--- config.mk ---
export PLATFORM = sky130hd
export DESIGN_NAME = lru_victim_select_dirty_threshold
export DESIGN_NICKNAME = d
export VERILOG_FILES = /design/src/rtl/core/lvs_pkg.sv /design/src/rtl/core/lvs_rank_store.sv /design/src/rtl/core/lvs_victim_pick.sv /design/src/rtl/core/lru_victim_select_dirty_threshold.sv
export SDC_FILE = /design/constraint.sdc
export NUM_CORES = 1
export LEC_CHECK = 0
export ABC_AREA = 0
export BUFFER_PORTS_ARGS = -buffer_cell sky130_fd_sc_hd__clkbuf_2
export CORE_UTILIZATION = 65
export DETAILED_ROUTE_END_ITERATION = 7
export PLACE_DENSITY = 0.87
export SLEW_MARGIN = 30
export SYNTH_ARGS = -nofsm -noshare
export SYNTH_HDL_FRONTEND = slang
export SYNTH_SLANG_ARGS = --single-unit
export TNS_END_PERCENT = 10
--- constraint.sdc ---
create_clock -name clk -period 37.6 [get_ports clk]
set_clock_uncertainty 0.2 [all_clocks]
set_input_delay 1.88 -clock clk [delete_from_list [all_inputs] [get_ports clk]]
set_output_delay 1.88 -clock clk [all_outputs]
set_load 0.02 [all_outputs]
--- src/rtl/core/lvs_pkg.sv ---
`timescale 1ns / 1ps
// ----------------------------------------------------------------------------
// LRU victim select package
// Shared sizes, request and register codes, and the types passed between the
// rank store, the victim picker and the top level.
// ----------------------------------------------------------------------------
package lvs_pkg;

  // Set geometry.
  localparam int WAYS   = 8;
  localparam int RANK_W = (WAYS > 1) ? $clog2(WAYS) : 1;
  localparam int WAY_W  = RANK_W;

  // Fixed field widths of the request and result.
  localparam int MASK_W    = 8;
  localparam int TOUCH_W   = 3;
  localparam int OUT_WAY_W = 3;
  localparam int THR_W     = 4;
  localparam int SET_W     = 10;
  localparam int CNT_W     = $clog2(MASK_W + 1);

  // Configuration reset values.
  localparam logic [THR_W-1:0] THR_RESET = THR_W'(8);
  localparam logic [SET_W-1:0] SET_RESET = '0;

  typedef logic [RANK_W-1:0] rank_t;
  typedef logic [WAY_W-1:0]  way_t;
  typedef logic [WAYS-1:0][RANK_W-1:0] rank_vec_t;

  // Request kinds.
  typedef enum logic {
    REQ_TOUCH  = 1'b0,
    REQ_VICTIM = 1'b1
  } req_kind_t;

  // Configuration register indexes.
  typedef enum logic {
    CFG_DIRTY_THRESHOLD = 1'b0,
    CFG_SET_ID          = 1'b1
  } cfg_idx_t;

  // Move-to-MRU command for the rank store.
  typedef struct packed {
    logic en;
    way_t way;
  } mru_upd_t;

  // One result.
  typedef struct packed {
    logic [OUT_WAY_W-1:0] victim_way;
    logic                 checkpoint_request;
    logic [SET_W-1:0]     checkpoint_set;
    logic                 took_invalid;
  } result_t;

  // Bit i of a request mask; ways past the mask width read as zero.
  function automatic logic mask_bit(logic [MASK_W-1:0] m, int unsigned i);
    logic b;
    b = 1'b0;
    for (int k = 0; k < MASK_W; k++) begin
      if (k == i) begin
        b = m[k];
      end
    end
    return b;
  endfunction

endpackage

--- src/rtl/core/lvs_rank_store.sv ---
`timescale 1ns / 1ps
// ----------------------------------------------------------------------------
// LRU rank store
// Holds the true-LRU rank of every way and applies one move-to-MRU per cycle.
// ----------------------------------------------------------------------------
module lvs_rank_store (
  input  logic               clk,
  input  logic               rst,
  input  lvs_pkg::mru_upd_t  upd,
  output lvs_pkg::rank_vec_t ranks
);
  import lvs_pkg::*;

  rank_vec_t ranks_next;
  rank_t     sel_rank;

  // Ways younger than the touched way age by one; the touched way becomes MRU.
  always_comb begin
    sel_rank   = ranks[upd.way];
    ranks_next = ranks;
    if (upd.en) begin
      for (int j = 0; j < WAYS; j++) begin
        if (WAY_W'(j) == upd.way) begin
          ranks_next[j] = '0;
        end else if (ranks[j] < sel_rank) begin
          ranks_next[j] = ranks[j] + 1'b1;
        end
      end
    end
  end

  // Rank registers; after reset way i holds rank i.
  always_ff @(posedge clk) begin
    if (rst) begin
      for (int j = 0; j < WAYS; j++) begin
        ranks[j] <= RANK_W'(j);
      end
    end else begin
      ranks <= ranks_next;
    end
  end

endmodule

--- src/rtl/core/lvs_victim_pick.sv ---
`timescale 1ns / 1ps
// ----------------------------------------------------------------------------
// LRU victim picker
// Decides the victim for a registered request from the current ranks and
// produces the result and the rank update.
// ----------------------------------------------------------------------------
module lvs_victim_pick (
  input  logic                         req_valid,
  input  lvs_pkg::req_kind_t           req_type,
  input  logic [lvs_pkg::TOUCH_W-1:0]  touch_way,
  input  logic [lvs_pkg::MASK_W-1:0]   valid_mask,
  input  logic [lvs_pkg::MASK_W-1:0]   dirty_mask,
  input  logic [lvs_pkg::MASK_W-1:0]   replaceable_mask,
  input  lvs_pkg::rank_vec_t           ranks,
  input  logic [lvs_pkg::THR_W-1:0]    dirty_threshold,
  input  logic [lvs_pkg::SET_W-1:0]    set_id,
  output lvs_pkg::mru_upd_t            upd,
  output logic                         emit,
  output lvs_pkg::result_t             res
);
  import lvs_pkg::*;

  logic             inv_found;
  way_t             inv_way;
  logic [CNT_W-1:0] dirty_cnt;
  way_t             best_way;
  rank_t            best_rank;
  way_t             lru_way;
  logic             ckpt;

  // Lowest invalid way, dirty count, best replaceable way and the LRU way.
  always_comb begin
    inv_found = 1'b0;
    inv_way   = '0;
    for (int i = WAYS - 1; i >= 0; i--) begin
      if (!mask_bit(valid_mask, i)) begin
        inv_found = 1'b1;
        inv_way   = WAY_W'(i);
      end
    end

    dirty_cnt = '0;
    for (int i = 0; i < WAYS; i++) begin
      dirty_cnt = dirty_cnt + CNT_W'(mask_bit(dirty_mask, i));
    end

    best_way  = '0;
    best_rank = '0;
    for (int i = 0; i < WAYS; i++) begin
      if (ranks[i] > best_rank && mask_bit(replaceable_mask, i)) begin
        best_way  = WAY_W'(i);
        best_rank = ranks[i];
      end
    end

    lru_way = '0;
    for (int i = 0; i < WAYS; i++) begin
      if (ranks[i] == RANK_W'(WAYS - 1)) begin
        lru_way = WAY_W'(i);
      end
    end
  end

  assign ckpt = !inv_found && (dirty_cnt >= CNT_W'(dirty_threshold));

  // Result and rank update for the request kind.
  always_comb begin
    upd     = '0;
    emit    = 1'b0;
    res     = '0;
    unique case (req_type)
      REQ_TOUCH: begin
        upd.en  = req_valid && (32'(touch_way) < WAYS);
        upd.way = WAY_W'(touch_way);
      end
      REQ_VICTIM: begin
        emit = req_valid;
        if (inv_found) begin
          upd.en           = req_valid;
          upd.way          = inv_way;
          res.victim_way   = OUT_WAY_W'(inv_way);
          res.took_invalid = 1'b1;
        end else if (ckpt) begin
          // Checkpoint eviction leaves the ranks alone.
          res.victim_way         = OUT_WAY_W'(lru_way);
          res.checkpoint_request = 1'b1;
          res.checkpoint_set     = set_id;
        end else begin
          upd.en         = req_valid;
          upd.way        = best_way;
          res.victim_way = OUT_WAY_W'(best_way);
        end
      end
      default: begin
        upd = '0;
      end
    endcase
  end

endmodule

--- src/rtl/core/lru_victim_select_dirty_threshold.sv ---
`timescale 1ns / 1ps
// ----------------------------------------------------------------------------
// LRU victim select with dirty threshold
// True-LRU replacement for one cache set, with a checkpoint eviction path
// taken when no way is invalid and enough ways are dirty.
// ----------------------------------------------------------------------------
//  channel   | ports                                              | handshake
//  ----------+----------------------------------------------------+-----------------
//  request   | req_type touch_way valid_mask dirty_mask            | start && !busy
//            | replaceable_mask                                   |
//  result    | victim_way checkpoint_request checkpoint_set        | result_strobe
//            | took_invalid                                       |
//  config    | cfg_wr_en cfg_index cfg_wdata                      | cfg_wr_en
//
//  One request is accepted every cycle while busy is low. A victim request
//  passes the request register and then the result register, where its
//  strobe marks the result. The rank registers update together with the
//  result register, so the next request already sees the new order. A touch
//  gives no result.
//  busy is high only during reset and the cycle after it. The receiver cannot
//  stall; each result stands for exactly one cycle.
// ----------------------------------------------------------------------------
module lru_victim_select_dirty_threshold (
  input  logic                           clk,
  input  logic                           rst,
  input  logic                           start,
  output logic                           busy,
  input  logic                           req_type,
  input  logic [lvs_pkg::TOUCH_W-1:0]    touch_way,
  input  logic [lvs_pkg::MASK_W-1:0]     valid_mask,
  input  logic [lvs_pkg::MASK_W-1:0]     dirty_mask,
  input  logic [lvs_pkg::MASK_W-1:0]     replaceable_mask,
  input  logic                           cfg_wr_en,
  input  logic                           cfg_index,
  input  logic [lvs_pkg::SET_W-1:0]      cfg_wdata,
  output logic                           result_strobe,
  output logic [lvs_pkg::OUT_WAY_W-1:0]  victim_way,
  output logic                           checkpoint_request,
  output logic [lvs_pkg::SET_W-1:0]      checkpoint_set,
  output logic                           took_invalid
);
  import lvs_pkg::*;

  logic               boot;
  logic               accept;
  logic [THR_W-1:0]   dirty_threshold;
  logic [SET_W-1:0]   set_id;

  logic               s1_valid;
  req_kind_t          s1_req_type;
  logic [TOUCH_W-1:0] s1_touch_way;
  logic [MASK_W-1:0]  s1_valid_mask;
  logic [MASK_W-1:0]  s1_dirty_mask;
  logic [MASK_W-1:0]  s1_replaceable_mask;

  rank_vec_t          ranks;
  mru_upd_t           upd;
  logic               emit;
  result_t            res;

  // Hold requests off during reset and in the cycle after it.
  always_ff @(posedge clk) begin
    boot <= rst;
  end

  assign busy   = rst | boot;
  assign accept = start && !busy;

  // Configuration registers.
  always_ff @(posedge clk) begin
    if (rst) begin
      dirty_threshold <= THR_RESET;
      set_id          <= SET_RESET;
    end else if (cfg_wr_en) begin
      unique case (cfg_idx_t'(cfg_index))
        CFG_DIRTY_THRESHOLD: dirty_threshold <= cfg_wdata[THR_W-1:0];
        CFG_SET_ID:          set_id          <= cfg_wdata;
        default:             set_id          <= set_id;
      endcase
    end
  end

  // Request register.
  always_ff @(posedge clk) begin
    if (rst) begin
      s1_valid <= 1'b0;
    end else begin
      s1_valid <= accept;
    end
  end

  always_ff @(posedge clk) begin
    if (accept) begin
      s1_req_type         <= req_kind_t'(req_type);
      s1_touch_way        <= touch_way;
      s1_valid_mask       <= valid_mask;
      s1_dirty_mask       <= dirty_mask;
      s1_replaceable_mask <= replaceable_mask;
    end
  end

  // Victim decision on the registered request.
  lvs_victim_pick u_pick (
    .req_valid        (s1_valid),
    .req_type         (s1_req_type),
    .touch_way        (s1_touch_way),
    .valid_mask       (s1_valid_mask),
    .dirty_mask       (s1_dirty_mask),
    .replaceable_mask (s1_replaceable_mask),
    .ranks            (ranks),
    .dirty_threshold  (dirty_threshold),
    .set_id           (set_id),
    .upd              (upd),
    .emit             (emit),
    .res              (res)
  );

  // Per-way LRU ranks.
  lvs_rank_store u_ranks (
    .clk   (clk),
    .rst   (rst),
    .upd   (upd),
    .ranks (ranks)
  );

  // Result register.
  always_ff @(posedge clk) begin
    if (rst) begin
      result_strobe <= 1'b0;
    end else begin
      result_strobe <= emit;
    end
  end

  always_ff @(posedge clk) begin
    if (emit) begin
      victim_way         <= res.victim_way;
      checkpoint_request <= res.checkpoint_request;
      checkpoint_set     <= res.checkpoint_set;
      took_invalid       <= res.took_invalid;
    end
  end

endmodule

==> implementation parameters, run 1 <==
Parameter                              Value

Outcome
  Result of the run ... completed

Timing
  Setup WS post-layout ... 23.83 ns
  Setup Total Neg Slack ... 0 ns
  Max transition margin ... 0.4785
  Minimum clock period ... 13.77 ns
  Number of failing hold endpoints at the final stage ... 0
  Tcrit/Tclk final ... 0.3662
  Highest attainable clock frequency ... 72.63 MHz
  Count of final max-slew check failures ... 0
  Actual slew at the worst max-slew pin ... 0.7786 ns
  Unrepaired setup endpoints after global routing ... false
  Count of endpoints failing setup in the final report ... 0

Clock network
  Clk slew on worst S/H paths ... 0.09 ns
  Clk sinks ... 84
  Number of buffers on the longest clock path ... 2
  Post-CTS sizing ... 0
  Post-CTS repair timing setup buffer count ... 0
  Number of levels in the clock H-tree ... 3
  Clock insertion delay at the later pin of the skew report ... 0.36 ns
  Root buffer cell ... clkbuf_8
  Number of buffers added by the clock tree synthesis step ... 9
  Count of hold-fix buffers inserted at cts ... 0
  Clock tree from TritonCTS ... built

Floorplan
  Die Wd ... 95.96 um
  Effective utilization at floorplan ... 0.6846
  Core region area ... 0.008382 sq mm
  Placement row count ... 33
  Floorplan die height ... 95.96 um
  Full die area ... 0.009207 sq mm
  Top Ports ... 60

Drt
  Pre-antenna DRT Iters ... 7
  Number of vias in the routed layout ... 5089
  DRC violation total after the first TritonRoute iteration ... 388
  Antenna-violating nets left ... 0
  DRC violations left ... 0
  Post-DR vias/cell ... 6.409
  Final WL ... 13.77 mm
  Routed wire length per instance ... 17.34 um

Placement
  Half-perimeter wire length of the detailed placement result ... 10.45 mm
  IO Port Bufs ... 59
  Routability congestion estimate from global placement ... 0.9531
  Placed cells ... 778
  Minimum setup slack after placement ... 24.09 ns
  Total cell area at the placement stage ... 0.006071 sq mm

Worst setup path
  FF-to-FF End ... u_ranks.ranks[16]
  Worst path arrival time ... 13.85 ns
  Data required time of the critical path ... 37.68 ns
  Startpoint of the most critical setup path ... u_ranks.ranks[0]
  Worst-case reg-to-reg path depth ... 59
  Biggest cell delay along the critical path ... 0.61 ns
  Reg-to-reg setup timing slack ... 23.83 ns
  Kind of start point of the critical path ... flip-flop
  Worst Path Max Fanout ... 11
  Slowest library cell on the worst path ... a31oi_1
  Most frequent CP cell ... ha_1
  CP Capture Point ... u_ranks.ranks[16]
  Critical path start-end classification ... reg -> reg
  Sort of element at the end of the critical path ... flip-flop
  R2R Path Start ... u_ranks.ranks[0]

Final layout
  Area overhead of the layout relative to synthesis ... 9.289%
  Number of fill cells in the layout ... 602
  Share of layout cells above drive strength 1 ... 0.1742
  Sequential cell area ... 0.002112 sq mm
  Footprint of the multi-input gates ... 0.003348 sq mm
  Post-Layout Inst Area ... 0.006271 sq mm
  Post-layout instance count excluding filler cells ... 794
  Ant diodes ... 0
  Post-layout net count ... 775

Synthesis
  Seq cells post-synth ... 84
  Yosys warning count ... 0
  Cell variety after synth ... 91
  Share of flip-flops with an asynchronous set or reset ... 0
  Primary flip-flop cell chosen by synthesis mapping ... edfxtp_1
  Portion of the post-synthesis area used by sequential elements ... 0.3681
  Count of flip-flops with a built-in enable after synthesis ... 43
  Number of instances in the synthesized netlist ... 634
  Number of nets produced by synthesis ... 725
  Area of the mapped netlist ... 0.005738 sq mm
  Synth Area per Inst ... 9.050 sq um

Run
  Maxcap violations ... 0

Global routing
  Number of global-route vias before repair ... 4690
  Global-route total usage across every layer ... 0.3154
  Largest net degree at the start of global routing ... 49
  Residual overflow from global routing ... 0
  Number of antenna violations at the first check in global routing ... 0
  Wire length of the first global-routing pass ... 22.10 mm

Power and ir drop
  Leakage Power ... 2.644 nW
  Power per cell area ... 35.53 mW/mm^2
  Worst supply voltage drop on vdd ... 0.02339 mV

Min path
  Type of the tightest min-delay check ... reg -> reg
  Hold wc startpoint ... set_id[4]
## placed cells by master, fill, tap and decap left out, types with 6 or more instances in the layout
master / count
nor2_1: 46
ha_1: 44
nor3_1: 15
edfxtp_1: 43
nor2b_1: 8
mux2i_1: 8
and2_1: 17
o211ai_1: 7
a21oi_1: 39
a31oi_1: 10
nand2_1: 87
dfxtp_1: 41
nand2b_1: 9
clkbuf_2: 59
or2_2: 7
o21ai_1: 6
o21ai_0: 24
a21o_1: 7
inv_1: 45
nand3_1: 27
clkbuf_8: 9
a211o_1: 6
## per-layer routing
metal / vias up / track usage / share of wire
met5: - / 0 / 0
met4: 0 / 0.09950 / 0.017
met3: 36 / 0.05371 / 0.093
met2: 260 / 0.5214 / 0.47
met1: 2376 / 0.4217 / 0.42
li1: 2417 / - / -
## area by class of cell
cell class                      instances  area share
Multi-Input combinational cell        483      0.5339
Sequential cell                        84      0.3368
Timing Repair Buffer                   61     0.04948
Inverter                               45     0.02694
Tap cell                              105     0.02095
Clock buffer                           10     0.02035
Clock inverter                          6     0.01157
## synth_stat cells, types with 4 or more instances
cell type	number	area, sq um
nor3_1	15	75.07
a311o_1	5	50.05
edfxtp_1	43	1291
o311ai_0	4	35.03
ha_1	44	550.5
o21ai_1	6	30.03
nand2_1	87	326.6
mux2i_1	8	80.08
fa_1	4	80.08
nor2_1	47	176.4
clkbuf_1	15	56.30
nand2b_1	9	56.30
o32ai_1	4	35.03
o22ai_1	4	25.02
a21boi_0	4	30.03
a21oi_1	39	195.2
or2_2	7	43.79
inv_1	45	168.9
and2_1	17	106.4
nor2b_1	8	50.05
a21o_1	7	52.55
nand3_1	27	135.1
dfxtp_1	41	820.8
a211o_1	6	52.55
nand3b_1	5	37.54
and3_1	5	31.28
a31oi_1	10	62.56
o211ai_1	7	52.55
o21ai_0	24	120.1
## how the worst min path moves through the flow
stage           endpoint  slack [ns]  cells past startpoint
2_1_floorplan  set_id[0]        0.23                      2
3_3_place_gp   set_id[7]        0.24                      2
3_5_place_dp   set_id[4]        0.24                      2
4_1_cts        set_id[4]        0.25                      2
5_1_grt        set_id[3]        0.27                      2
6_report       set_id[4]        0.25                      2
## where the power goes
part           switching (mW)  leakage [nW]  internal (mW)  total, mW
clock                  0.0360        0.0993         0.0317     0.0677
sequential            0.00395         0.752         0.0992      0.103
combinational          0.0309          1.79         0.0212     0.0520
total                  0.0708          2.64          0.152      0.223
## worst max-delay path: cells and delay by family (launching register included)
family / cells / cell delay, ns
AOI/OAI and AO/OA: 24 / 5.72
adders and majority gates: 10 / 3.08
buffers and inverters: 1 / 0.13
DFF: 1 / 0.43
muxes: 3 / 0.91
and+or+nand+nor: 21 / 3.20
## stage by stage
stage,hold WS [ns],power [mW],util
floorplan,0.2317,0.1438,-
global placement,0.2381,0.1533,0.7243
detailed placement,0.2418,0.1560,0.7243
CTS,0.2549,0.2224,0.7482
global route,0.2717,0.2330,0.7482
finish,0.2526,0.2228,0.7482
## cells by family (layout without fill, tap and decap cells)
group,Yosys count,in the layout,share of synthesized area
AND/OR/NAND/NOR,248,248,0.2146
buffers and inverters,67,122,0.04884
flip-flops,84,84,0.3681
adder cells (fa/ha/maj),52,52,0.1171
XOR/XNOR,1,1,0.001527
AO/OA/AOI/OAI,170,170,0.2281
multiplexers,12,12,0.02181
## state kept, by name, indices dropped and copies added, names as in the netlist, 3 cells and up
name	cells
u_ranks.ranks	24
s1_replaceable_mask	8
s1_dirty_mask	8
checkpoint_set	10
dirty_threshold	4
victim_way	3
s1_valid_mask	8
s1_touch_way	3
set_id	10
(Power assumes the default switching activity.)
==> inputs of run 2 (changes only) <==
--- a/config.mk
+++ b/config.mk
@@ -5,11 +5,11 @@
 export SDC_FILE = /design/constraint.sdc
 export NUM_CORES = 1
 export LEC_CHECK = 0
-export ABC_AREA = 0
+export ABC_AREA = 1
 export BUFFER_PORTS_ARGS = -buffer_cell sky130_fd_sc_hd__clkbuf_2
-export CORE_UTILIZATION = 65
+export CORE_UTILIZATION = 54
 export DETAILED_ROUTE_END_ITERATION = 7
-export PLACE_DENSITY = 0.87
+export PLACE_DENSITY = 0.77
 export SLEW_MARGIN = 30
 export SYNTH_ARGS = -nofsm -noshare
 export SYNTH_HDL_FRONTEND = slang
==> constraint.sdc (replaced) <==
create_clock -name clk -period 12.3 [get_ports clk]
set_clock_uncertainty 0.2 [all_clocks]
set_input_delay 0.615 -clock clk [delete_from_list [all_inputs] [get_ports clk]]
set_output_delay 0.615 -clock clk [all_outputs]
set_load 0.02 [all_outputs]
==> implementation parameters, run 2 <==
Parameter                              Value

Final layout
  Most common library cell in the layout ignoring fill and taps ... nand2_1
  Fin util ... 0.6296 (-0.1185)
  Area overhead of the layout relative to synthesis ... 10.88%
  Post-layout net count ... 810 (+4.5%)
  Largest register by flop count ... u_ranks.ranks
  Most frequent cells in the layout ... nand2_1, inv_1, nand3_1, clkbuf_2, nor2_1
  Share of layout cells above drive strength 1 ... 0.2017 (+0.02749)
  Ant diodes ... 0 (unchanged)
  Flip-flop count of the largest register after layout ... 24 (unchanged)
  Leading registers by flop count ... u_ranks.ranks: 24 flops, checkpoint_set: 10 flops, set_id: 10 flops

Timing
  Tcrit/Tclk final ... 0.8905 (+0.5243)
  Count of final max-slew check failures ... 0 (unchanged)
  Setup Total Neg Slack ... 0 ns (unchanged)
  Max transition margin ... 0.4698 (-0.008735)
  Actual slew at the worst max-slew pin ... 0.7900 ns (+0.01143 ns)
  Highest attainable clock frequency ... 91.30 MHz (+26%)
  Count of endpoints failing setup in the final report ... 0 (unchanged)
  Minimum clock period ... 10.95 ns (-2.816 ns)
  Number of failing hold endpoints at the final stage ... 0 (unchanged)
  Unrepaired setup endpoints after global routing ... false

Worst setup path
  FF-to-FF End ... u_ranks.ranks[14]
  Kind of start point of the critical path ... flip-flop
  Reg-to-reg setup timing slack ... 1.35 ns (-22.48 ns)
  Most frequent CP cell ... nand2_1
  Sort of element at the end of the critical path ... flip-flop
  Worst-case reg-to-reg path depth ... 72 (+22%)
  R2R Path Start ... u_ranks.ranks[0]
  Biggest cell delay along the critical path ... 0.64 ns (+0.03 ns)
  Worst path arrival time ... 11.00 ns (-2.85 ns)
  Worst Path Max Fanout ... 9 (-2)
  Slowest library cell on the worst path ... o21ai_1
  Data required time of the critical path ... 12.35 ns (-25.33 ns)
  Critical path start-end classification ... reg -> reg

Min path
  Type of the tightest min-delay check ... in -> reg
  Hold wc startpoint ... replaceable_mask[2]
  Min-Delay Endpoint ... s1_replaceable_mask[2]
  Hold-critical path depth ... 1 (-1)

Synthesis
  Synth top area share ... 0.2415 (+0.01648)
  Most common cell in the synthesized netlist ... nand2_1
  Most numerous cell types in the synthesized netlist ... nand2_1, inv_1, nand3_1
  Cells taking the most area after synthesis ... edfxtp_1, dfxtp_1, ha_1
  Cell variety after synth ... 41 (-55%)
  Portion of the post-synthesis area used by sequential elements ... 0.3950 (+0.02696)
  Synth area leader ... edfxtp_1
  Synth Area per Inst ... 8.076 sq um (-11%)
  Number of instances in the synthesized netlist ... 662 (+4.4%)
  Primary flip-flop cell chosen by synthesis mapping ... edfxtp_1
  Count of flip-flops with a built-in enable after synthesis ... 43 (unchanged)
  Yosys warning count ... 0 (unchanged)
  Share of flip-flops with an asynchronous set or reset ... 0 (unchanged)
  Area of the mapped netlist ... 0.005346 sq mm (-6.8%)
  Seq cells post-synth ... 84 (unchanged)
  Number of nets produced by synthesis ... 753 (+3.9%)

Placement
  IO Port Bufs ... 59 (unchanged)
  Half-perimeter wire length of the detailed placement result ... 9.104 mm (-13%)
  Routability congestion estimate from global placement ... 0.9383 (-1.6%)

Run
  Maxcap violations ... 0 (unchanged)

Power and ir drop
  Worst supply voltage drop on vdd ... 0.06930 mV (+200%)
  Leakage Power ... 2.815 nW (+6.4%)
  Power per cell area ... 105.6 mW/mm^2 (+200%)

Global routing
  Largest net degree at the start of global routing ... 32 (-35%)
  Wire length of the first global-routing pass ... 19.80 mm (-10%)
  Number of antenna violations at the first check in global routing ... 0 (unchanged)
  Global-route total usage across every layer ... 0.2530 (-0.06236)
  Residual overflow from global routing ... 0 (unchanged)
  Number of global-route vias before repair ... 4325 (-7.8%)

Clock network
  Number of buffers added by the clock tree synthesis step ... 9 (unchanged)
  Root buffer cell ... clkbuf_8
  Clock insertion delay at the later pin of the skew report ... 0.37 ns (about the same)
  Count of hold-fix buffers inserted at cts ... 0 (unchanged)
  Number of buffers on the longest clock path ... 2 (unchanged)
  Number of levels in the clock H-tree ... 3 (unchanged)
  Post-CTS sizing ... 0 (unchanged)
  Clk sinks ... 84 (unchanged)
  Clk slew on worst S/H paths ... 0.10 ns (about the same)
  Clock tree from TritonCTS ... built
  Post-CTS repair timing setup buffer count ... 0 (unchanged)

Floorplan
  Floorplan die height ... 101.5 um (+5.8%)
  Die Wd ... 101.5 um (+5.8%)
  Placement row count ... 35 (+6.1%)
  Core region area ... 0.009415 sq mm (+12%)
  Full die area ... 0.01030 sq mm (+12%)
  Top Ports ... 60 (unchanged)
  Effective utilization at floorplan ... 0.5678 (-0.1167)

Drt
  DRC violation total after the first TritonRoute iteration ... 196 (-49%)
  Number of vias in the routed layout ... 4616 (-9.3%)
  Final WL ... 12.17 mm (-12%)
  DRC violations left ... 0 (unchanged)
  Post-DR vias/cell ... 5.411 (-16%)
  Routed wire length per instance ... 14.27 um (-18%)
  Antenna-violating nets left ... 0 (unchanged)
  Pre-antenna DRT Iters ... 5 (-2)

Outcome
  Result of the run ... completed
-- run 2: cell types whose count changed in the layout (fill, tap and decap cells not counted), moves of 7 or more --
cell / delta
nand4_1: +10
nor2b_1: -8
a31oi_1: -10
nand3_2: +9
nand2_1: +41
a21oi_1: -15
inv_1: +51
nor3_1: -12
nand3_1: +47
a21o_1: -7
mux2i_1: -8
and2_1: -17
nand2_2: +26
nand2b_1: -9
-- run 2: worst max path at each step --
| stage | startpoint | endpoint | slack (ns) | cells past startpoint |
|---|---|---|---|---|
| after floorplan | u_ranks.ranks[0] | u_ranks.ranks[13] | 2.58 | 73 |
| after global placement | u_ranks.ranks[0] | u_ranks.ranks[7] | 1.64 | 72 |
| after detailed placement | u_ranks.ranks[0] | u_ranks.ranks[14] | 1.46 | 72 |
| after CTS | u_ranks.ranks[0] | u_ranks.ranks[14] | 1.43 | 72 |
| after global routing | u_ranks.ranks[0] | u_ranks.ranks[15] | 0.31 | 72 |
| final | u_ranks.ranks[0] | u_ranks.ranks[14] | 1.35 | 72 |
-- run 2: logic make-up after synthesis --
group           count (synthesis)  share of synthesized area
compound gates                 79                    0.08870
xor+xnor                        2                   0.003277
fa+ha+maj                      48                     0.1180
buf+inv                       119                    0.08659
flops                          84                     0.3950
simple gates                  330                     0.3084
-- run 2: where the power goes --
group / internal, mW / switching, mW / total [mW]
combinational: 0.0470 / 0.0773 / 0.124
sequential: 0.304 / 0.00721 / 0.311
clock: 0.0781 / 0.113 / 0.191
-- run 2: through the flow --
stage               cell area, sq um  std cells  hold slack (ns)  setup slack (ns)  power (mW)
floorplan                       5346        662           0.2300             2.577      0.4087
global placement                5744        837           0.2393             1.641      0.4339
detailed placement              5744        837           0.2444             1.464      0.4402
CTS                             5928        853           0.2064             1.431      0.6301
global route                    5928        853           0.2006            0.3141      0.6558
finish                          5928        853           0.2147             1.347      0.6260
-- run 2: final cells by class --
| cell class | instances | area [sq um] |
|---|---|---|
| fill | 793 | 3487 |
| sequential | 84 | 2112 |
| multi-input combinational | 459 | 2774 |
| tap | 129 | 161.4 |
| clock inverter | 6 | 56.30 |
| inverter | 105 | 394.1 |
| clock buffer | 10 | 127.6 |
| timing repair buffer | 60 | 302.8 |
-- run 2: layer usage --
metal / wire, um / vias to the layer above / GRT usage
li1: - / 2299 / -
met1: 5348 / 2148 / 0.3026
met2: 5858 / 138 / 0.4340
met3: 605 / 31 / 0.05452
met4: 362 / 0 / 0.1182
met5: 0 / - / 0
-- run 2: critical path, delay by kind of cell (launching register included) --
kind	cells	cell delay, ns
flops	1	0.37
buf+inv	8	0.69
compound gates	17	3.10
simple gates	38	3.92
fa+ha+maj	9	2.53
